[src/hw/rtl/glpt_pkg.sv]
package glpt_pkg;

    // Intensity resolution of the log curve table; the table keeps
    // INTENSITY_BITS-8 fraction bits.
    localparam int INTENSITY_BITS = 8;

    localparam int PIX_W       = 8;
    localparam int SUM_W       = 10;
    localparam int GRAY_W      = 8;
    localparam int LEVEL_W     = 8;
    localparam int MODE_W      = 3;
    localparam int KNEE_W      = 8;
    localparam int GAIN_W      = 16;
    localparam int CFG_INDEX_W = 3;
    localparam int CFG_DATA_W  = 16;

    // floor(x/3) == (x*683) >> 11 for every x below 2048.
    localparam int RECIP_W     = 10;
    localparam int RECIP_3     = 683;
    localparam int RECIP_SHIFT = 11;

    localparam logic [LEVEL_W-1:0] LEVEL_MAX = '1;

    localparam logic [MODE_W-1:0] MODE_GRAY      = 3'd0;
    localparam logic [MODE_W-1:0] MODE_STRETCH   = 3'd1;
    localparam logic [MODE_W-1:0] MODE_LOG       = 3'd2;
    localparam logic [MODE_W-1:0] MODE_NEGATIVE  = 3'd3;
    localparam logic [MODE_W-1:0] MODE_THRESHOLD = 3'd4;

    localparam logic [CFG_INDEX_W-1:0] CFG_MODE      = 3'd0;
    localparam logic [CFG_INDEX_W-1:0] CFG_LOW_IN    = 3'd1;
    localparam logic [CFG_INDEX_W-1:0] CFG_HIGH_IN   = 3'd2;
    localparam logic [CFG_INDEX_W-1:0] CFG_LOW_OUT   = 3'd3;
    localparam logic [CFG_INDEX_W-1:0] CFG_HIGH_OUT  = 3'd4;
    localparam logic [CFG_INDEX_W-1:0] CFG_LOG_GAIN  = 3'd5;
    localparam logic [CFG_INDEX_W-1:0] CFG_THRESHOLD = 3'd6;

    // Log curve arithmetic.
    localparam int LOG_FRAC    = INTENSITY_BITS - 8;
    localparam int LOG_SHIFT   = 12 + LOG_FRAC;
    localparam int LOG_ENTRY_W = INTENSITY_BITS;
    localparam int LOG_PROD_W  = GAIN_W + LOG_ENTRY_W;
    localparam int LOG_RND_W   = LOG_PROD_W + 1 - LOG_SHIFT;
    localparam int LOG_DEPTH   = 1 << GRAY_W;

    localparam logic [63:0] LOG10_2_Q32 = 64'd1292913986;
    localparam logic [63:0] ONE_Q30     = 64'd1 << 30;

    // Stretch divider: numerator 2t+den, divisor 2*den, eight quotient bits.
    localparam int NUM_W              = 17;
    localparam int DEN_W              = 9;
    localparam int QUO_W              = 8;
    localparam int DIV_BITS_PER_STAGE = 2;
    localparam int DIV_STAGES         = QUO_W / DIV_BITS_PER_STAGE;

    typedef struct packed {
        logic [MODE_W-1:0] mode;
        logic [KNEE_W-1:0] low_in;
        logic [KNEE_W-1:0] high_in;
        logic [KNEE_W-1:0] low_out;
        logic [KNEE_W-1:0] high_out;
        logic [GAIN_W-1:0] log_gain;
        logic [KNEE_W-1:0] threshold_level;
    } t_cfg;

    localparam t_cfg CFG_RESET = '{
        mode:            MODE_GRAY,
        low_in:          8'd0,
        high_in:         8'd255,
        low_out:         8'd0,
        high_out:        8'd255,
        log_gain:        16'd4096,
        threshold_level: 8'd128
    };

    typedef struct packed {
        logic                   log_sel;
        logic                   use_div;
        logic [LEVEL_W-1:0]     direct;
        logic [NUM_W-1:0]       num;
        logic [DEN_W-1:0]       den;
        logic [LOG_ENTRY_W-1:0] log_entry;
    } t_map;

    typedef struct packed {
        logic               use_div;
        logic [LEVEL_W-1:0] direct;
        logic [NUM_W-1:0]   num;
        logic [DEN_W-1:0]   den;
    } t_div_in;

    typedef struct packed {
        logic               use_div;
        logic [LEVEL_W-1:0] direct;
        logic [QUO_W-1:0]   quotient;
    } t_div_out;

    typedef logic [LOG_DEPTH-1:0][LOG_ENTRY_W-1:0] t_log_table;

    // 255*log10(1+g/255) per gray level, via a squaring log2 in Q24.
    function automatic t_log_table build_log_table();
        t_log_table  tab;
        logic [63:0] x;
        logic [63:0] r;
        logic [63:0] l10;
        logic [63:0] v;
        tab = '0;
        for (int g = 0; g < LOG_DEPTH; g++) begin
            x = ((64'd255 + 64'(g)) << 30) / 64'd255;
            r = '0;
            if (x >= 2 * ONE_Q30) begin
                r = 64'd1 << 24;
                x = x >> 1;
            end
            for (int i = 23; i >= 0; i--) begin
                x = (x * x) >> 30;
                if (x >= 2 * ONE_Q30) begin
                    x = x >> 1;
                    r = r | (64'd1 << i);
                end
            end
            l10 = (r * LOG10_2_Q32) >> 32;
            v = (64'd255 * l10) << LOG_FRAC;
            tab[g] = LOG_ENTRY_W'((v + (64'd1 << 23)) >> 24);
        end
        return tab;
    endfunction

    localparam t_log_table LOG_TABLE = build_log_table();

endpackage

[src/hw/rtl/glpt_gray.sv]
module glpt_gray (
    input  logic                       i_clk,
    input  logic                       i_rst_n,
    input  logic                       i_en,
    input  logic                       i_valid,
    input  logic [glpt_pkg::PIX_W-1:0] i_red,
    input  logic [glpt_pkg::PIX_W-1:0] i_green,
    input  logic [glpt_pkg::PIX_W-1:0] i_blue,
    output logic                       o_valid,
    output logic [glpt_pkg::GRAY_W-1:0] o_gray
);
    import glpt_pkg::*;

    logic                         r_vld1;
    logic                         r_vld2;
    logic [SUM_W-1:0]             r_sum;
    logic [SUM_W-1:0]             n_sum;
    logic [GRAY_W-1:0]            r_gray;
    logic [GRAY_W-1:0]            n_gray;
    logic [SUM_W+RECIP_W-1:0]     w_prod;

    // The +1 makes the truncating divide by three round to nearest.
    assign n_sum  = SUM_W'(i_red) + SUM_W'(i_green) + SUM_W'(i_blue) + SUM_W'(1);
    assign w_prod = (SUM_W+RECIP_W)'(r_sum) * (SUM_W+RECIP_W)'(RECIP_3);
    assign n_gray = w_prod[RECIP_SHIFT +: GRAY_W];

    always_ff @(posedge i_clk) begin
        if (!i_rst_n) begin
            r_vld1 <= 1'b0;
            r_vld2 <= 1'b0;
        end else if (i_en) begin
            r_vld1 <= i_valid;
            r_vld2 <= r_vld1;
        end
    end

    always_ff @(posedge i_clk) begin
        if (i_en) begin
            r_sum  <= n_sum;
            r_gray <= n_gray;
        end
    end

    assign o_valid = r_vld2;
    assign o_gray  = r_gray;

`ifndef SYNTHESIS
    a_gray_is_third: assert property (@(posedge i_clk) disable iff (!i_rst_n)
        r_vld1 |-> ((SUM_W'(n_gray) * SUM_W'(3) <= r_sum) &&
                    (r_sum < SUM_W'(n_gray) * SUM_W'(3) + SUM_W'(3))))
        else $error("gray level is not the floor of sum/3");
`endif

endmodule

[src/hw/rtl/glpt_map.sv]
module glpt_map (
    input  logic                        i_clk,
    input  logic                        i_rst_n,
    input  logic                        i_en,
    input  logic                        i_valid,
    input  logic [glpt_pkg::GRAY_W-1:0] i_gray,
    input  glpt_pkg::t_cfg              i_cfg,
    output logic                        o_valid,
    output glpt_pkg::t_map              o_map
);
    import glpt_pkg::*;

    logic              r_vld;
    t_map              r_map;
    t_map              n_map;
    logic              w_above;
    logic              w_below;
    logic [KNEE_W-1:0] w_den;
    logic [15:0]       w_prod_lo;
    logic [15:0]       w_prod_hi;
    logic [15:0]       w_t;

    assign w_above   = i_gray > i_cfg.high_in;
    assign w_below   = i_gray < i_cfg.low_in;
    assign w_den     = i_cfg.high_in - i_cfg.low_in;
    // Only meaningful inside the middle segment, where t <= 255*den.
    assign w_prod_lo = 16'(i_cfg.low_out) * 16'(KNEE_W'(i_cfg.high_in - i_gray));
    assign w_prod_hi = 16'(i_cfg.high_out) * 16'(KNEE_W'(i_gray - i_cfg.low_in));
    assign w_t       = w_prod_lo + w_prod_hi;

    always_comb begin
        n_map           = '0;
        n_map.log_sel   = (i_cfg.mode == MODE_LOG);
        n_map.use_div   = (i_cfg.mode == MODE_STRETCH) && !w_above && !w_below &&
                          (i_cfg.high_in != i_cfg.low_in);
        n_map.num       = {w_t, 1'b0} + NUM_W'(w_den);
        n_map.den       = {w_den, 1'b0};
        n_map.log_entry = LOG_TABLE[i_gray];
        unique case (i_cfg.mode)
            MODE_STRETCH:   n_map.direct = w_above ? i_cfg.high_out : i_cfg.low_out;
            MODE_LOG:       n_map.direct = '0;
            MODE_NEGATIVE:  n_map.direct = LEVEL_MAX - i_gray;
            MODE_THRESHOLD: n_map.direct = (i_gray > i_cfg.threshold_level) ?
                                           LEVEL_MAX : '0;
            default:        n_map.direct = i_gray;
        endcase
    end

    always_ff @(posedge i_clk) begin
        if (!i_rst_n) begin
            r_vld <= 1'b0;
        end else if (i_en) begin
            r_vld <= i_valid;
        end
    end

    always_ff @(posedge i_clk) begin
        if (i_en) begin
            r_map <= n_map;
        end
    end

    assign o_valid = r_vld;
    assign o_map   = r_map;

endmodule

[src/hw/rtl/glpt_log.sv]
module glpt_log (
    input  logic                        i_clk,
    input  logic                        i_rst_n,
    input  logic                        i_en,
    input  logic                        i_valid,
    input  glpt_pkg::t_map              i_map,
    input  logic [glpt_pkg::GAIN_W-1:0] i_gain,
    output logic                        o_valid,
    output glpt_pkg::t_div_in           o_div
);
    import glpt_pkg::*;

    logic                  r_vld_a;
    logic                  r_vld_b;
    logic                  r_log_sel;
    t_div_in               r_pass;
    logic [LOG_PROD_W-1:0] r_prod;
    t_div_in               r_div;
    t_div_in               n_div;
    logic [LOG_PROD_W:0]   w_sum;
    logic [LOG_RND_W-1:0]  w_rnd;
    logic [LEVEL_W-1:0]    w_level;

    assign w_sum   = {1'b0, r_prod} + ((LOG_PROD_W+1)'(1) << (LOG_SHIFT - 1));
    assign w_rnd   = w_sum[LOG_PROD_W:LOG_SHIFT];
    assign w_level = (w_rnd > LOG_RND_W'(LEVEL_MAX)) ? LEVEL_MAX : w_rnd[LEVEL_W-1:0];

    always_comb begin
        n_div = r_pass;
        if (r_log_sel) begin
            n_div.direct = w_level;
        end
    end

    always_ff @(posedge i_clk) begin
        if (!i_rst_n) begin
            r_vld_a <= 1'b0;
            r_vld_b <= 1'b0;
        end else if (i_en) begin
            r_vld_a <= i_valid;
            r_vld_b <= r_vld_a;
        end
    end

    always_ff @(posedge i_clk) begin
        if (i_en) begin
            r_prod         <= LOG_PROD_W'(i_gain) * LOG_PROD_W'(i_map.log_entry);
            r_log_sel      <= i_map.log_sel;
            r_pass.use_div <= i_map.use_div;
            r_pass.direct  <= i_map.direct;
            r_pass.num     <= i_map.num;
            r_pass.den     <= i_map.den;
            r_div          <= n_div;
        end
    end

    assign o_valid = r_vld_b;
    assign o_div   = r_div;

endmodule

[src/hw/rtl/glpt_divider.sv]
module glpt_divider (
    input  logic               i_clk,
    input  logic               i_rst_n,
    input  logic               i_en,
    input  logic               i_valid,
    input  glpt_pkg::t_div_in  i_div,
    output logic               o_valid,
    output glpt_pkg::t_div_out o_div
);
    import glpt_pkg::*;

    typedef struct packed {
        logic               use_div;
        logic [LEVEL_W-1:0] direct;
        logic [NUM_W-1:0]   rem;
        logic [DEN_W-1:0]   den;
        logic [QUO_W-1:0]   quo;
    } t_div_step;

    logic      r_vld  [DIV_STAGES];
    t_div_step r_step [DIV_STAGES];

    for (genvar s = 0; s < DIV_STAGES; s++) begin : g_stage
        localparam int BASE = QUO_W - 1 - s * DIV_BITS_PER_STAGE;

        logic      w_vld_in;
        t_div_step w_in;
        t_div_step w_out;

        if (s == 0) begin : g_first
            assign w_vld_in     = i_valid;
            assign w_in.use_div = i_div.use_div;
            assign w_in.direct  = i_div.direct;
            assign w_in.rem     = i_div.num;
            assign w_in.den     = i_div.den;
            assign w_in.quo     = '0;
        end else begin : g_next
            assign w_vld_in = r_vld[s-1];
            assign w_in     = r_step[s-1];
        end

        // Restoring division, two quotient bits from the top down.
        always_comb begin
            w_out = w_in;
            for (int b = 0; b < DIV_BITS_PER_STAGE; b++) begin
                if (w_out.rem >= (NUM_W'(w_out.den) << (BASE - b))) begin
                    w_out.rem = w_out.rem - (NUM_W'(w_out.den) << (BASE - b));
                    w_out.quo = w_out.quo | (QUO_W'(1) << (BASE - b));
                end
            end
        end

        always_ff @(posedge i_clk) begin
            if (!i_rst_n) begin
                r_vld[s] <= 1'b0;
            end else if (i_en) begin
                r_vld[s] <= w_vld_in;
            end
        end

        always_ff @(posedge i_clk) begin
            if (i_en) begin
                r_step[s] <= w_out;
            end
        end
    end

    assign o_valid        = r_vld[DIV_STAGES-1];
    assign o_div.use_div  = r_step[DIV_STAGES-1].use_div;
    assign o_div.direct   = r_step[DIV_STAGES-1].direct;
    assign o_div.quotient = r_step[DIV_STAGES-1].quo;

`ifndef SYNTHESIS
    a_rem_below_den: assert property (@(posedge i_clk) disable iff (!i_rst_n)
        (r_vld[DIV_STAGES-1] && r_step[DIV_STAGES-1].use_div) |->
        (r_step[DIV_STAGES-1].rem < NUM_W'(r_step[DIV_STAGES-1].den)))
        else $error("divider remainder not below divisor");
`endif

endmodule

[src/hw/rtl/gray_level_point_transform.sv]
// Gray-level point transform: one RGB pixel in, one 8-bit level out.
// Pixel channel: i_valid with i_red/i_green/i_blue; the block drives o_stall.
// A request is taken at a clock edge where i_valid is high and o_stall low.
// Result channel: o_valid with o_level; the receiver drives i_stall, and a
// result is taken at an edge where o_valid is high and i_stall low.
// Configuration: i_cfg_valid, i_cfg_index, i_cfg_data; o_cfg_ready is
// always high. Index 0 mode, 1 low_in, 2 high_in, 3 low_out, 4 high_out,
// 5 log_gain, 6 threshold_level; index 7 is ignored. Write only while idle.
// The pipeline has ten register stages: rounded mean (2), mode mapping
// (1), log gain multiply and clamp (2), stretch divider with two quotient
// bits per stage (4), output (1). The accepting edge loads the first stage.
// Throughput is one pixel per clock while i_stall does not hold the pipeline.
// While o_valid is high and i_stall is high the whole pipeline holds,
// o_stall is raised and o_level stays unchanged; nothing is dropped.
// Synchronous reset empties the pipeline and loads the register defaults:
// gray pass-through, knees 0/255, levels 0/255, gain 1.0, threshold 128.
module gray_level_point_transform (
    input  logic                            i_clk,
    input  logic                            i_rst_n,
    input  logic                            i_valid,
    output logic                            o_stall,
    input  logic [glpt_pkg::PIX_W-1:0]      i_red,
    input  logic [glpt_pkg::PIX_W-1:0]      i_green,
    input  logic [glpt_pkg::PIX_W-1:0]      i_blue,
    output logic                            o_valid,
    input  logic                            i_stall,
    output logic [glpt_pkg::LEVEL_W-1:0]    o_level,
    input  logic                            i_cfg_valid,
    output logic                            o_cfg_ready,
    input  logic [glpt_pkg::CFG_INDEX_W-1:0] i_cfg_index,
    input  logic [glpt_pkg::CFG_DATA_W-1:0] i_cfg_data
);
    import glpt_pkg::*;

    t_cfg               r_cfg;
    t_cfg               n_cfg;
    logic               w_en;
    logic               w_gray_vld;
    logic [GRAY_W-1:0]  w_gray;
    logic               w_map_vld;
    t_map               w_map;
    logic               w_log_vld;
    t_div_in            w_log;
    logic               w_div_vld;
    t_div_out           w_div;
    logic               r_out_vld;
    logic [LEVEL_W-1:0] r_level;
    logic [LEVEL_W-1:0] n_level;
    logic [KNEE_W-1:0]  w_lvl_min;
    logic [KNEE_W-1:0]  w_lvl_max;

    // The pipeline advances as a whole unless a finished result is refused.
    assign w_en        = !(r_out_vld && i_stall);
    assign o_stall     = !w_en;
    assign o_cfg_ready = 1'b1;

    always_comb begin
        n_cfg = r_cfg;
        if (i_cfg_valid && o_cfg_ready) begin
            unique case (i_cfg_index)
                CFG_MODE:      n_cfg.mode            = i_cfg_data[MODE_W-1:0];
                CFG_LOW_IN:    n_cfg.low_in          = i_cfg_data[KNEE_W-1:0];
                CFG_HIGH_IN:   n_cfg.high_in         = i_cfg_data[KNEE_W-1:0];
                CFG_LOW_OUT:   n_cfg.low_out         = i_cfg_data[KNEE_W-1:0];
                CFG_HIGH_OUT:  n_cfg.high_out        = i_cfg_data[KNEE_W-1:0];
                CFG_LOG_GAIN:  n_cfg.log_gain        = i_cfg_data[GAIN_W-1:0];
                CFG_THRESHOLD: n_cfg.threshold_level = i_cfg_data[KNEE_W-1:0];
                default:       n_cfg                 = r_cfg;
            endcase
        end
    end

    always_ff @(posedge i_clk) begin
        if (!i_rst_n) begin
            r_cfg <= CFG_RESET;
        end else begin
            r_cfg <= n_cfg;
        end
    end

    glpt_gray u_gray (
        .i_clk   (i_clk),
        .i_rst_n (i_rst_n),
        .i_en    (w_en),
        .i_valid (i_valid),
        .i_red   (i_red),
        .i_green (i_green),
        .i_blue  (i_blue),
        .o_valid (w_gray_vld),
        .o_gray  (w_gray)
    );

    glpt_map u_map (
        .i_clk   (i_clk),
        .i_rst_n (i_rst_n),
        .i_en    (w_en),
        .i_valid (w_gray_vld),
        .i_gray  (w_gray),
        .i_cfg   (r_cfg),
        .o_valid (w_map_vld),
        .o_map   (w_map)
    );

    glpt_log u_log (
        .i_clk   (i_clk),
        .i_rst_n (i_rst_n),
        .i_en    (w_en),
        .i_valid (w_map_vld),
        .i_map   (w_map),
        .i_gain  (r_cfg.log_gain),
        .o_valid (w_log_vld),
        .o_div   (w_log)
    );

    glpt_divider u_divider (
        .i_clk   (i_clk),
        .i_rst_n (i_rst_n),
        .i_en    (w_en),
        .i_valid (w_log_vld),
        .i_div   (w_log),
        .o_valid (w_div_vld),
        .o_div   (w_div)
    );

    assign n_level = w_div.use_div ? w_div.quotient : w_div.direct;

    always_ff @(posedge i_clk) begin
        if (!i_rst_n) begin
            r_out_vld <= 1'b0;
        end else if (w_en) begin
            r_out_vld <= w_div_vld;
        end
    end

    always_ff @(posedge i_clk) begin
        if (w_en) begin
            r_level <= n_level;
        end
    end

    assign o_valid = r_out_vld;
    assign o_level = r_level;

    assign w_lvl_min = (r_cfg.low_out < r_cfg.high_out) ? r_cfg.low_out : r_cfg.high_out;
    assign w_lvl_max = (r_cfg.low_out < r_cfg.high_out) ? r_cfg.high_out : r_cfg.low_out;

`ifndef SYNTHESIS
    a_threshold_binary: assert property (@(posedge i_clk) disable iff (!i_rst_n)
        (r_out_vld && (r_cfg.mode == MODE_THRESHOLD)) |->
        ((o_level == '0) || (o_level == LEVEL_MAX)))
        else $error("threshold result is neither black nor white");

    a_stretch_in_range: assert property (@(posedge i_clk) disable iff (!i_rst_n)
        (w_div_vld && w_div.use_div) |->
        ((w_div.quotient >= w_lvl_min) && (w_div.quotient <= w_lvl_max)))
        else $error("stretch result outside the output levels");

    a_stall_only_when_full: assert property (@(posedge i_clk) disable iff (!i_rst_n)
        o_stall |-> (r_out_vld && i_stall))
        else $error("pipeline held without a refused result");
`endif

endmodule
[config.mk]
export PLATFORM = sky130hd
export DESIGN_NAME = gray_level_point_transform
export DESIGN_NICKNAME = d
export VERILOG_FILES = /design/src/hw/rtl/glpt_pkg.sv /design/src/hw/rtl/glpt_gray.sv /design/src/hw/rtl/glpt_map.sv /design/src/hw/rtl/glpt_log.sv /design/src/hw/rtl/glpt_divider.sv /design/src/hw/rtl/gray_level_point_transform.sv
export SDC_FILE = /design/constraint.sdc
export NUM_CORES = 1
export LEC_CHECK = 0
export BUFFER_PORTS_ARGS = -buffer_cell sky130_fd_sc_hd__buf_4
export CORE_UTILIZATION = 25
export CTS_BUF_LIST = sky130_fd_sc_hd__clkbuf_4
export DETAILED_ROUTE_END_ITERATION = 10
export GPL_TIMING_DRIVEN = 0
export PLACE_DENSITY_LB_ADDON = 0.2
export SETUP_SLACK_MARGIN = 0.3
export SYNTH_ARGS = -nofsm -noshare
export SYNTH_HDL_FRONTEND = slang
export SYNTH_HIERARCHICAL = 1
export SYNTH_SLANG_ARGS = --single-unit
[constraint.sdc]
create_clock -name i_clk -period 12.9 [get_ports i_clk]
set_input_delay 1.935 -clock i_clk [delete_from_list [all_inputs] [get_ports i_clk]]
set_output_delay 1.935 -clock i_clk [all_outputs]
set_load 0.02 [all_outputs]
==> qor.txt <==
Status - complete, no violations
Post_cts resized - 0
Reg2reg path depth - 27
Top FF cell, synth - edfxtp_1
Final min period - 8.49 ns
Worst EP required - 13.52 ns
Most frequent cells in the layout - inv_1, ha_1, edfxtp_1
Clock Latency Late Sink - 0.90 ns
Rows - 125
Slew @ Worst Pin - 1.06 ns
IO Port Bufs - 57
Max FO, Critical Path - 9
Vias per cell - 4.41
DR iter-0 viols - 1137
Worst min path class - reg -> reg
Crit path to - u_map/o_map[33]$_DFFE_PP_
Starting Density - 0.253
Placed instance area - 32100 um^2
Mapped Area - 29600 um^2
Clock buffer depth - 3
Area of the multi-input gates - 17800 um^2
Final count of pins violating max slew - 0
FF+latch count, synth - 354
Slew headroom - 0.290
Horiz. Die Dim - 346 um
R2r endpoint - u_map/o_map[33]$_DFFE_PP_
Clk_skew - 0.0688 ns
Wire per inst - 15.7 um
Syn. warnings - 6
Crit. End Element - flip-flop
Unrepaired setup endpoints after global routing - false
Via count - 20400
Post-Syn Instances - 2849
Worst path arrival time - 9.11 ns
Reg area - 9970 um^2
Clk pin slew, worst setup/hold paths - 0.07 ns
CTS tree - built
Largest net degree at the start of global routing - 71
Drt pass-1 iters - 5
Total gr overflow - 0
EDFF count, synth - 288
Startpoint of the worst register-to-register path - u_gray/o_gray[1]$_DFFE_PP_
Fraction of layout cells with a size suffix above 1 - 0.119
GRT Total Usage - 0.122
Max Fclk - 118 MHz
Core Area - 117000 um^2
Residual DRC count - 0
Area Growth Syn to Fin - 12.9%
Clock Sinks - 354
Nets - 3576
Routed Antenna Nets - 0
Gpl congestion - 0.859
CTS buffer count - 100
Cts hold-fix bufs - 0
Layout fillers - 12300
Final WL - 72500 um
Initial antenna violation count - 2
Worst R2R Setup Slack - 4.41 ns
H-Tree Depth - 3
Post-CTS setup buffers - 0
First-pass GRT wire length - 116000 um
Period utilisation layout - 0.658
Seq/Total Area, Yosys - 0.337
Final hold violation count - 0
Vias in the first global route - 20900
Max-Cap Viols - 0
Distinct cells, synth - 115
Crit path kind - reg -> reg
CTS root buffer - clkbuf_4
Die H - 346 um
DP HPWL - 57100 um
Most common cell after layout, fill and taps aside - inv_1
CP startpoint kind - flip-flop
Design area - 33400 um^2
Fraction of registers with async set/reset - 0
IO Pins - 59
Setup violators final - 0
Critical path origin - u_gray/o_gray[1]$_DFFE_PP_
Die area - 120000 um^2
Post-Syn Area per Cell - 10.4 um^2
[cells by family after synthesis]
| kind of cell | Yosys count | synth area share |
|---|---|---|
| adders and majority gates | 515 | 0.273 |
| and+or+nand+nor | 802 | 0.146 |
| muxes | 114 | 0.0413 |
| buffers and inverters | 470 | 0.0629 |
| xor gates and xnor gates | 125 | 0.0372 |
| other | 2 | 0.000254 |
| AOI/OAI and AO/OA | 467 | 0.102 |
| DFF | 354 | 0.337 |
[per-layer routing]
metal / share of wire / up-vias / GRT usage
li1: - / 10200 / -
met1: 0.49 / 9783 / 0.168
met2: 0.45 / 329 / 0.196
met3: 0.037 / 104 / 0.0213
met4: 0.022 / 0 / 0.0342
met5: 0 / - / 0
[per-stage QoR]
step                cells  TNS, ns  hold slack (ns)  setup slack, ns   util
floorplan            2850        0            0.400             1.55      -
global placement     4431   -0.977            0.400           -0.977  0.273
detailed placement   4435        0            0.405             4.43  0.274
CTS                  4620        0            0.379             4.49  0.286
global route         4627        0            0.396             3.91  0.286
finish               4627        0            0.398             4.41  0.286
[layout make-up]
class	instances	area share
multi-input combinational	2026	0.532
sequential	354	0.298
tap	1524	0.0570
inverter	399	0.0448
clock buffer	154	0.0346
timing repair buffer	61	0.0161
buffer	71	0.0109
clock inverter	31	0.00603
antenna	7	0.000524
[state kept, by name (all words and copies together), names as in the netlist]
register          flops
o_level               8
o_valid               1
r_cfg                59
u_divider/r_step    134
u_divider/r_vld       4
u_gray/o_gray         8
u_gray/o_valid        1
u_gray/r_sum         10
u_gray/r_vld1         1
u_log/n_div          27
u_log/o_div          35
u_log/o_valid         1
u_log/r_log_sel       1
u_log/r_pass          8
u_log/r_prod         13
u_log/r_vld_a         1
u_map/o_map          41
u_map/o_valid         1
[worst max-delay path, cell delays in order (launching register included)]
cell and delay (ns):
edfxtp_1 0.63, clkbuf_1 0.40, inv_1 0.31, fa_1 0.53, a21o_1 0.19, a21oi_1 0.25, o21ai_1 0.10, a21oi_1 0.28
xnor2_1 0.44, and2_1 0.25, fa_1 0.41, inv_1 0.08, fa_1 0.43, fa_1 0.51, inv_1 0.05, fa_1 0.49
fa_1 0.49, inv_1 0.05, fa_1 0.47, inv_1 0.04, ha_1 0.36, o21ai_1 0.12, a22oi_2 0.25, inv_2 0.05
or3_4 0.34, a2111oi_4 0.44, nand4_1 0.17, xnor2_1 0.15
[synthesized netlist by cell type (34+ instances only)]
library cell / instances / share of area
a21oi_1: 163 / 0.028
and2_1: 168 / 0.036
clkbuf_1: 36 / 0.0046
dfxtp_1: 66 / 0.045
edfxtp_1: 288 / 0.29
fa_1: 219 / 0.15
ha_1: 296 / 0.13
inv_1: 391 / 0.050
mux2i_1: 83 / 0.028
nand2_1: 210 / 0.027
nand3_1: 34 / 0.0057
nor2_1: 129 / 0.016
nor2b_1: 63 / 0.013
o21ai_0: 76 / 0.013
xnor2_1: 91 / 0.027
[how the worst min path moves through the flow]
stage                     depth (start not counted)                             start  slack [ns]                                 to
after detailed placement                          0         u_log/o_div[30]$_DFFE_PP_        0.40  u_divider/r_step[0][38]$_DFFE_PP_
final                                             0  u_divider/r_step[1][5]$_DFFE_PP_        0.40   u_divider/r_step[2][5]$_DFFE_PP_
after CTS                                         0  u_divider/r_step[1][5]$_DFFE_PP_        0.38   u_divider/r_step[2][5]$_DFFE_PP_
after floorplan                                   0         u_log/o_div[26]$_DFFE_PP_        0.40  u_divider/r_step[0][34]$_DFFE_PP_
after global routing                              0  u_divider/r_step[1][5]$_DFFE_PP_        0.40   u_divider/r_step[2][5]$_DFFE_PP_
after global placement                            0         u_map/o_map[42]$_DFFE_PP_        0.40          u_log/n_div[34]$_DFFE_PP_
Power is not shown: default switching activity piles up to over one toggle a cycle in this logic, so the estimate is an artifact.
